==> config.mk <==
export PLATFORM = sky130hd
export DESIGN_NAME = dgd_accum
export DESIGN_NICKNAME = d
export VERILOG_FILES = /design/src/design/dgd_pkg.sv /design/src/design/dgd_ram.sv /design/src/design/dgd_accum.sv
export SDC_FILE = /design/constraint.sdc
export NUM_CORES = 2
export LEC_CHECK = 0
export BUFFER_PORTS_ARGS = -buffer_cell sky130_fd_sc_hd__buf_4
export CAP_MARGIN = 5
export CORE_ASPECT_RATIO = 0.5
export CORE_MARGIN = 2
export CORE_UTILIZATION = 50
export DETAILED_ROUTE_END_ITERATION = 7
export GPL_TIMING_DRIVEN = 0
export PLACE_DENSITY = 0.63
export SYNTH_ARGS = -nofsm -noshare
export SYNTH_HDL_FRONTEND = slang
export SYNTH_SLANG_ARGS = --single-unit
==> constraint.sdc <==
create_clock -name i_clk -period 10.5 [get_ports i_clk]
set_input_delay 2.1 -clock i_clk [delete_from_list [all_inputs] [get_ports i_clk]]
set_output_delay 2.1 -clock i_clk [all_outputs]
set_load 0.03 [all_outputs]
==> src/design/dgd_pkg.sv <==
// shared types, constants and exponential tables for the gaussian density scorer
// no dependencies; used by dgd_accum, dgd_density and the top level
`default_nettype none

package dgd_pkg;

    // table depth and addressing
    localparam int MAX_DIM = 64;
    localparam int ADDR_W  = (MAX_DIM > 1) ? $clog2(MAX_DIM) : 1;
    typedef logic [ADDR_W-1:0] t_addr;

    // packed table word: mean in the upper half, inverse variance in the lower
    localparam int TBL_W = 32;

    // accumulator, unsigned Q32.8
    localparam int ACC_W = 40;
    localparam logic [ACC_W-1:0] ACC_MAX = {ACC_W{1'b1}};

    // exp(-q/2): q has 9 fraction bits below the integer part of q/2
    localparam int FRAC_BITS  = 9;
    localparam int INT_LIMIT  = 32;
    localparam int INT_IDX_W  = $clog2(INT_LIMIT);
    localparam int EXP_DEPTH  = 256;
    localparam int EXP_IDX_W  = $clog2(EXP_DEPTH);
    localparam int EXP_PROD_W = FRAC_BITS + EXP_IDX_W + 1;
    typedef logic [EXP_IDX_W-1:0]  t_exp_idx;
    typedef logic [EXP_PROD_W-1:0] t_exp_prod;

    // Q0.32 with 1.0 held as 2^32, hence 33 bits
    localparam int ROM_W = 33;
    localparam logic [63:0] Q_ONE = 64'h0000_0001_0000_0000;
    typedef logic [ROM_W-1:0] t_rom_word;
    typedef t_rom_word t_frac_rom [EXP_DEPTH];
    typedef t_rom_word t_int_rom  [INT_LIMIT];

    // reset values
    localparam logic [31:0] PREF_RESET  = 32'd1713444146;
    localparam logic [15:0] INV_VAR_ONE = 16'd256;

    // item kinds
    localparam logic MODE_LOAD = 1'b0;
    localparam logic MODE_DATA = 1'b1;

    // configuration register indices
    typedef enum logic [1:0] {
        CFG_USE_WEIGHT = 2'd0,
        CFG_SUB_MEAN   = 2'd1,
        CFG_W_PREF     = 2'd2,
        CFG_U_PREF     = 2'd3
    } t_cfg_idx;

    // end-of-vector hand-off from the accumulator to the density unit
    typedef struct packed {
        logic             valid;
        logic [ACC_W-1:0] q;
        logic             sat;
    } t_vec_end;

    // truncating series through the a^14 term for exp(-a), a in Q0.32; elaboration only
    function automatic t_rom_word exp_series(input logic [63:0] a);
        logic [63:0] term;
        longint      sum;
        term = Q_ONE;
        sum  = longint'(Q_ONE);
        for (int n = 1; n <= 14; n++) begin
            term = ((term * a) >> 32) / 64'(n);
            if (n % 2 == 1) begin
                sum = sum - longint'(term);
            end else begin
                sum = sum + longint'(term);
            end
        end
        if (sum < 0) begin
            sum = 0;
        end
        if (sum > longint'(Q_ONE)) begin
            sum = longint'(Q_ONE);
        end
        return t_rom_word'(sum);
    endfunction

    function automatic t_frac_rom build_frac_rom();
        t_frac_rom rom;
        for (int k = 0; k < EXP_DEPTH; k++) begin
            rom[k] = exp_series((64'(k) << 32) / EXP_DEPTH);
        end
        return rom;
    endfunction

    function automatic t_int_rom build_int_rom();
        t_int_rom    rom;
        logic [63:0] half;
        logic [63:0] e1;
        logic [63:0] acc;
        half   = 64'(exp_series(Q_ONE >> 1));
        e1     = (half * half) >> 32;
        acc    = Q_ONE;
        rom[0] = t_rom_word'(acc);
        for (int k = 1; k < INT_LIMIT; k++) begin
            acc    = (acc * e1) >> 32;
            rom[k] = t_rom_word'(acc);
        end
        return rom;
    endfunction

    localparam t_frac_rom FRAC_ROM = build_frac_rom();
    localparam t_int_rom  INT_ROM  = build_int_rom();

endpackage

`default_nettype wire

==> src/design/dgd_ram.sv <==
// generic single-write, single-read synchronous ram with registered read data
// no dependencies
`default_nettype none

module dgd_ram #(
    parameter int WIDTH = 32,
    parameter int DEPTH = 64
) (
    input  wire logic                                        i_clk,
    input  wire logic                                        i_wr_en,
    input  wire logic [((DEPTH > 1) ? $clog2(DEPTH) : 1)-1:0] i_wr_addr,
    input  wire logic [WIDTH-1:0]                            i_wr_data,
    input  wire logic                                        i_rd_en,
    input  wire logic [((DEPTH > 1) ? $clog2(DEPTH) : 1)-1:0] i_rd_addr,
    output logic      [WIDTH-1:0]                            o_rd_data
);

    logic [WIDTH-1:0] r_mem [DEPTH];

    always_ff @(posedge i_clk) begin
        if (i_wr_en) begin
            r_mem[i_wr_addr] <= i_wr_data;
        end
        if (i_rd_en) begin
            o_rd_data <= r_mem[i_rd_addr];
        end
    end

endmodule

`default_nettype wire

==> src/design/dgd_accum.sv <==
// mean / inverse-variance table and the per-element square-scale-accumulate pipe
// depends on dgd_pkg and dgd_ram
`default_nettype none

module dgd_accum (
    input  wire logic                 i_clk,
    input  wire logic                 i_rst_n,
    input  wire logic                 i_accept,
    input  wire logic                 i_mode,
    input  wire logic [5:0]           i_index,
    input  wire logic signed [15:0]   i_sample,
    input  wire logic signed [15:0]   i_mean_value,
    input  wire logic [15:0]          i_inverse_variance,
    input  wire logic                 i_last,
    input  wire logic                 i_subtract_mean,
    output dgd_pkg::t_vec_end         o_end
);

    logic                             data_acc;
    logic                             load_wr;
    dgd_pkg::t_addr                   load_addr;
    logic [dgd_pkg::TBL_W-1:0]        rd_data;

    logic [dgd_pkg::MAX_DIM-1:0]      r_tvld;
    dgd_pkg::t_addr                   r_count;
    logic [dgd_pkg::ACC_W-1:0]        r_acc;
    logic                             r_ovf;

    // stage 1: table word arriving from the ram
    logic                             r_s1_valid;
    logic                             r_s1_last;
    logic                             r_s1_tvld;
    logic signed [15:0]               r_s1_sample;
    // stage 2: squared difference
    logic                             r_s2_valid;
    logic                             r_s2_last;
    logic [31:0]                      r_s2_sq;
    logic [15:0]                      r_s2_iv;
    // stage 3: scaled term
    logic                             r_s3_valid;
    logic                             r_s3_last;
    logic [31:0]                      r_s3_term;

    logic                             r_end_valid;
    logic [dgd_pkg::ACC_W-1:0]        r_end_q;
    logic                             r_end_sat;

    logic signed [15:0]               mean_s;
    logic [15:0]                      iv;
    logic signed [16:0]               diff;
    logic [15:0]                      mag;
    logic [47:0]                      scaled;
    logic [dgd_pkg::ACC_W:0]          sum;
    logic                             sat_now;
    logic [dgd_pkg::ACC_W-1:0]        acc_sat;

    assign data_acc  = i_accept && (i_mode == dgd_pkg::MODE_DATA);
    assign load_addr = dgd_pkg::t_addr'(i_index);
    assign load_wr   = i_accept && (i_mode == dgd_pkg::MODE_LOAD) &&
                       (32'(i_index) < 32'(dgd_pkg::MAX_DIM));

    dgd_ram #(
        .WIDTH (dgd_pkg::TBL_W),
        .DEPTH (dgd_pkg::MAX_DIM)
    ) u_tbl (
        .i_clk     (i_clk),
        .i_wr_en   (load_wr),
        .i_wr_addr (load_addr),
        .i_wr_data ({i_mean_value, i_inverse_variance}),
        .i_rd_en   (data_acc),
        .i_rd_addr (r_count),
        .o_rd_data (rd_data)
    );

    // entries never loaded read as zero mean, unit inverse variance
    always_comb begin
        mean_s = r_s1_tvld ? signed'(rd_data[31:16]) : 16'sd0;
        iv     = r_s1_tvld ? rd_data[15:0] : dgd_pkg::INV_VAR_ONE;
        if (i_subtract_mean) begin
            diff = {r_s1_sample[15], r_s1_sample} - {mean_s[15], mean_s};
        end else begin
            diff = {r_s1_sample[15], r_s1_sample};
        end
        mag = diff[16] ? 16'(17'd0 - diff) : diff[15:0];
    end

    assign scaled  = 48'(r_s2_sq) * 48'(r_s2_iv);
    assign sum     = {1'b0, r_acc} + (dgd_pkg::ACC_W + 1)'(r_s3_term);
    assign sat_now = sum[dgd_pkg::ACC_W];
    assign acc_sat = sat_now ? dgd_pkg::ACC_MAX : sum[dgd_pkg::ACC_W-1:0];

    always_ff @(posedge i_clk) begin
        if (!i_rst_n) begin
            r_tvld      <= '0;
            r_count     <= '0;
            r_acc       <= '0;
            r_ovf       <= 1'b0;
            r_s1_valid  <= 1'b0;
            r_s2_valid  <= 1'b0;
            r_s3_valid  <= 1'b0;
            r_end_valid <= 1'b0;
        end else begin
            if (load_wr) begin
                r_tvld[load_addr] <= 1'b1;
            end
            if (data_acc) begin
                if (i_last || (r_count == dgd_pkg::t_addr'(dgd_pkg::MAX_DIM - 1))) begin
                    r_count <= '0;
                end else begin
                    r_count <= r_count + 1'b1;
                end
            end
            r_s1_valid  <= data_acc;
            r_s2_valid  <= r_s1_valid;
            r_s3_valid  <= r_s2_valid;
            r_end_valid <= r_s3_valid && r_s3_last;
            if (r_s3_valid) begin
                if (r_s3_last) begin
                    r_acc <= '0;
                    r_ovf <= 1'b0;
                end else begin
                    r_acc <= acc_sat;
                    r_ovf <= r_ovf | sat_now;
                end
            end
        end
    end

    always_ff @(posedge i_clk) begin
        r_s1_sample <= i_sample;
        r_s1_last   <= i_last;
        r_s1_tvld   <= r_tvld[r_count];
        r_s2_sq     <= 32'(mag) * 32'(mag);
        r_s2_iv     <= iv;
        r_s2_last   <= r_s1_last;
        r_s3_term   <= scaled[47:16];
        r_s3_last   <= r_s2_last;
        r_end_q     <= acc_sat;
        r_end_sat   <= r_ovf | sat_now;
    end

    assign o_end = '{valid: r_end_valid, q: r_end_q, sat: r_end_sat};

    // once saturated the sum stays pinned at full scale
    a_sat_full: assert property (@(posedge i_clk) disable iff (!i_rst_n)
        r_end_valid && r_end_sat |-> r_end_q == dgd_pkg::ACC_MAX)
        else $error("saturated vector without full-scale quadratic form");

    // a vector end leaves the accumulator clear for the next vector
    a_acc_clear: assert property (@(posedge i_clk) disable iff (!i_rst_n)
        r_end_valid |-> (r_acc == '0) && !r_ovf)
        else $error("accumulator not cleared at end of vector");

    // the pipe only carries data elements
    a_pipe_src: assert property (@(posedge i_clk) disable iff (!i_rst_n)
        r_s1_valid |-> $past(i_accept) && $past(i_mode) == dgd_pkg::MODE_DATA)
        else $error("pipe stage filled without a data element");

endmodule

`default_nettype wire

==> flow_summary.toml <==
[status]
outcome = "completed"

[critical_path]
max_stage_delay_ns = 0.57
worstSetupEndpointType = "flop"
crit_required_ns = 11.20
cpMostUsedCell = "fa_1"
cp-start-kind = "input pin"
cp_slowest_cell = "fa_1"
rrSetupSlack_ns = 0.64
worstSetupPathType = "input pin to flop"
worstPathMaxFanout = 10
cp.arrival_ns = 10.79

[synthesis]
synth_top_area_share_pct = 56.4
yosys-top-cells-area = "edfxtp_1 56%, mux4_2 14%, fa_1 10%"
ys_top_cells_by_count = "2080 x edfxtp_1, 693 x mux4_2, 644 x inv_1"
yosysMostFrequentCell = "edfxtp_1"
synth_area_um2 = 111000
syn-instance-count = 6453
ys_warn_count = 0
synthFlopType = "edfxtp_1"
synth_edf_count = 2080
synth-async-reset-ratio_pct = 0
ys_types = 87
ys_ff_latch = 2335
avgSynthCellArea_um2 = 17.2
ys_seq_area_share_pct = 61.0
synth_largest_area_cell = "edfxtp_1"

[global_routing]
grt_overflow = 0
grt_max_degree = 65
grt_pass1_vias = 61300
antenna_found_initial = 33
grtUsageTotal_pct = 26.2
grt_pass1_wl_um = 424000

[sta]
skew_ns = 0.111
period_share_pct = 96.1
fin_tns_setup_ns = 0
maxSlewViolCount = 0
hold_viol = 0
period_minus_slack_ns = 10.09
setup_viol = 0
slew-limit-headroom_pct = 4.54
worstMarginPinSlew_ns = 1.43
max_freq_ghz = 0.0991

[power_and_ir_drop]
ir_drop_mv = 0.890
p_total_mw = 29.9
swShare_pct = 34.6
seqPwrFrac_pct = 35.7
p_leak_nw = 42.1
power_density_nw_per_um2 = 242
p_sw_mw = 10.4
combPwrFrac_pct = 39.9
power.internal_mw = 19.6
pwr-share-clk_pct = 24.4

[placed_design]
io_buffers = 97
gp_congestion = 0.889
dp_hpwl_um = 204000
dp.cells = 9596

[die]
dieArea_um2 = 225000
die_y_um = 337
die_w_um = 669
ios = 102
rows = 122
coreArea_um2 = 221000
start_util_pct = 50.2

[clock_network]
cts_tree = "done"
clk_latency_ns = 0.89
cts_sinks = 2335
htree_num_levels = 4
cts_root_buf = "clkbuf_16"
clk_pin_slew_worst_paths_ns = 0.06
cts_made_buffers = 206
cts_buffer_depth = 4

[detailed_routing]
via_per_inst = 6.01
dr.pass1.iters = 5
wl_per_cell_um = 29.3
postRouteWirelength_um = 293000
ant_nets = 0
dr.first_iter.drc_count = 7446
drc = 0
num_vias = 60100

[layout]
nNetsFinal = 7749
final_cells = 9993
multiInputGateArea_um2 = 40300
postLayoutCoreUtil_pct = 56.1
n_fill_cell = 16900
areaGrowthSynthToFinish_pct = 11.9
drive_above_1_share_pct = 18.6
seqCellArea_um2 = 67600

[run]
cap_violations = 0

[hold_path]
hold_class = "flop to flop"
-- state kept, by name (all words and copies together), names as in the netlist, 6 cells and up --
name	flops
r_s3_term	32
r_s2_sq	31
r_count	6
u_tbl.o_rd_data	32
r_tvld	64
r_end_q	40
u_tbl.r_mem	2048
r_s2_iv	16
r_acc	40
r_s1_sample	16
-- cell type report --
class | count | area share (%)
Tap cell | 2976 | 3.01
Multi-Input combinational cell | 3180 | 32.5
Antenna cell | 15 | 0.0303
Clock inverter | 92 | 0.610
Inverter | 650 | 1.97
Timing Repair Buffer | 182 | 1.89
Buffer | 291 | 0.935
Clock buffer | 272 | 4.49
Sequential cell | 2335 | 54.6
-- per-layer routing --
layer | track usage (%) | share of wire (%) | up-vias
li1 | - | - | 24800
met1 | 36.4 | 39 | 32000
met2 | 42.4 | 48 | 2752
met3 | 5.24 | 9.9 | 464
met4 | 7.78 | 3.2 | 10
met5 | 0 | 0.024 | -
-- final timing paths --
path / start / endpoint / cells after the start
worst max-delay path: i_subtract_mean / r_s2_sq[31]$_DFF_P_ / 31
worst min register to register: r_s2_last$_DFF_P_ / r_s3_last$_DFF_P_ / 0
worst min-delay path: r_s2_last$_DFF_P_ / r_s3_last$_DFF_P_ / 0
worst max register to register: r_s1_tvld$_DFF_P_ / r_s2_sq[31]$_DFF_P_ / 36
-- power groups by stage --
stage	combinational [mW]	clock [mW]	sequential, mW
2_1_floorplan	8.80	0	10.9
3_3_place_gp	11.6	0	10.9
3_5_place_dp	11.9	0	10.9
4_1_cts	12.0	7.40	10.7
5_1_grt	13.6	7.75	10.7
6_report	11.9	7.30	10.7
-- cell families (layout without fill, tap and decap cells) --
| kind of cell | Yosys count | count (layout) | synth area share [%] |
|---|---|---|---|
| flip-flops | 2335 | 2335 | 61.0 |
| AND/OR/NAND/NOR | 1039 | 1039 | 4.26 |
| buffers and inverters | 941 | 1487 | 3.23 |
| adder cells (fa/ha/maj) | 843 | 843 | 13.4 |
| multiplexers | 702 | 702 | 14.2 |
| AO/OA/AOI/OAI | 479 | 479 | 2.98 |
| XOR/XNOR | 112 | 112 | 0.913 |
| other | 2 | 20 | 0.00678 |
-- metrics by stage --
stage	setup WS, ns	area [µm²]	hold slack, ns
floorplan	0.836	111000	0.310
global placement	-1.59	115000	0.316
detailed placement	-1.57	117000	0.320
CTS	0.00373	123000	0.335
global route	-0.0406	124000	0.341
finish	0.412	124000	0.336
-- cell usage in the layout, fill, tap and decap left out, types with 27 or more instances in the layout --
master,instances
edfxtp_1,2080
mux4_2,693
inv_1,644
fa_1,571
nand2_1,518
ha_1,272
clkbuf_1,258
dfxtp_1,255
clkbuf_16,211
and2_1,161
nor2_1,115
buf_4,114
a21oi_1,104
o21a_1,88
o21ai_0,67
nor2_4,64
xnor2_1,60
buf_1,57
buf_12,53
a21o_1,51
clkinv_1,42
xor2_1,41
nor3_1,32
a22o_1,32
nor2b_1,27
nand3_1,27
-- critical path: cells and delay by family --
family	cells	cell delay (ns)
buffers and inverters	5	1.38
AO/OA/AOI/OAI	11	2.46
XOR/XNOR	3	0.50
AND/OR/NAND/NOR	4	0.54
adder cells (fa/ha/maj)	8	3.77
-- what timing repair did --
item                                    CTS  global route
endpoints found under the setup margin    8             7
hold buffers                              0             0
setup buffers                             0            14
pin swaps                                 0             7
resized for setup                        17            35
endpoints found under the hold margin     0             0
Note: power is estimated with default switching activity, not from simulation.
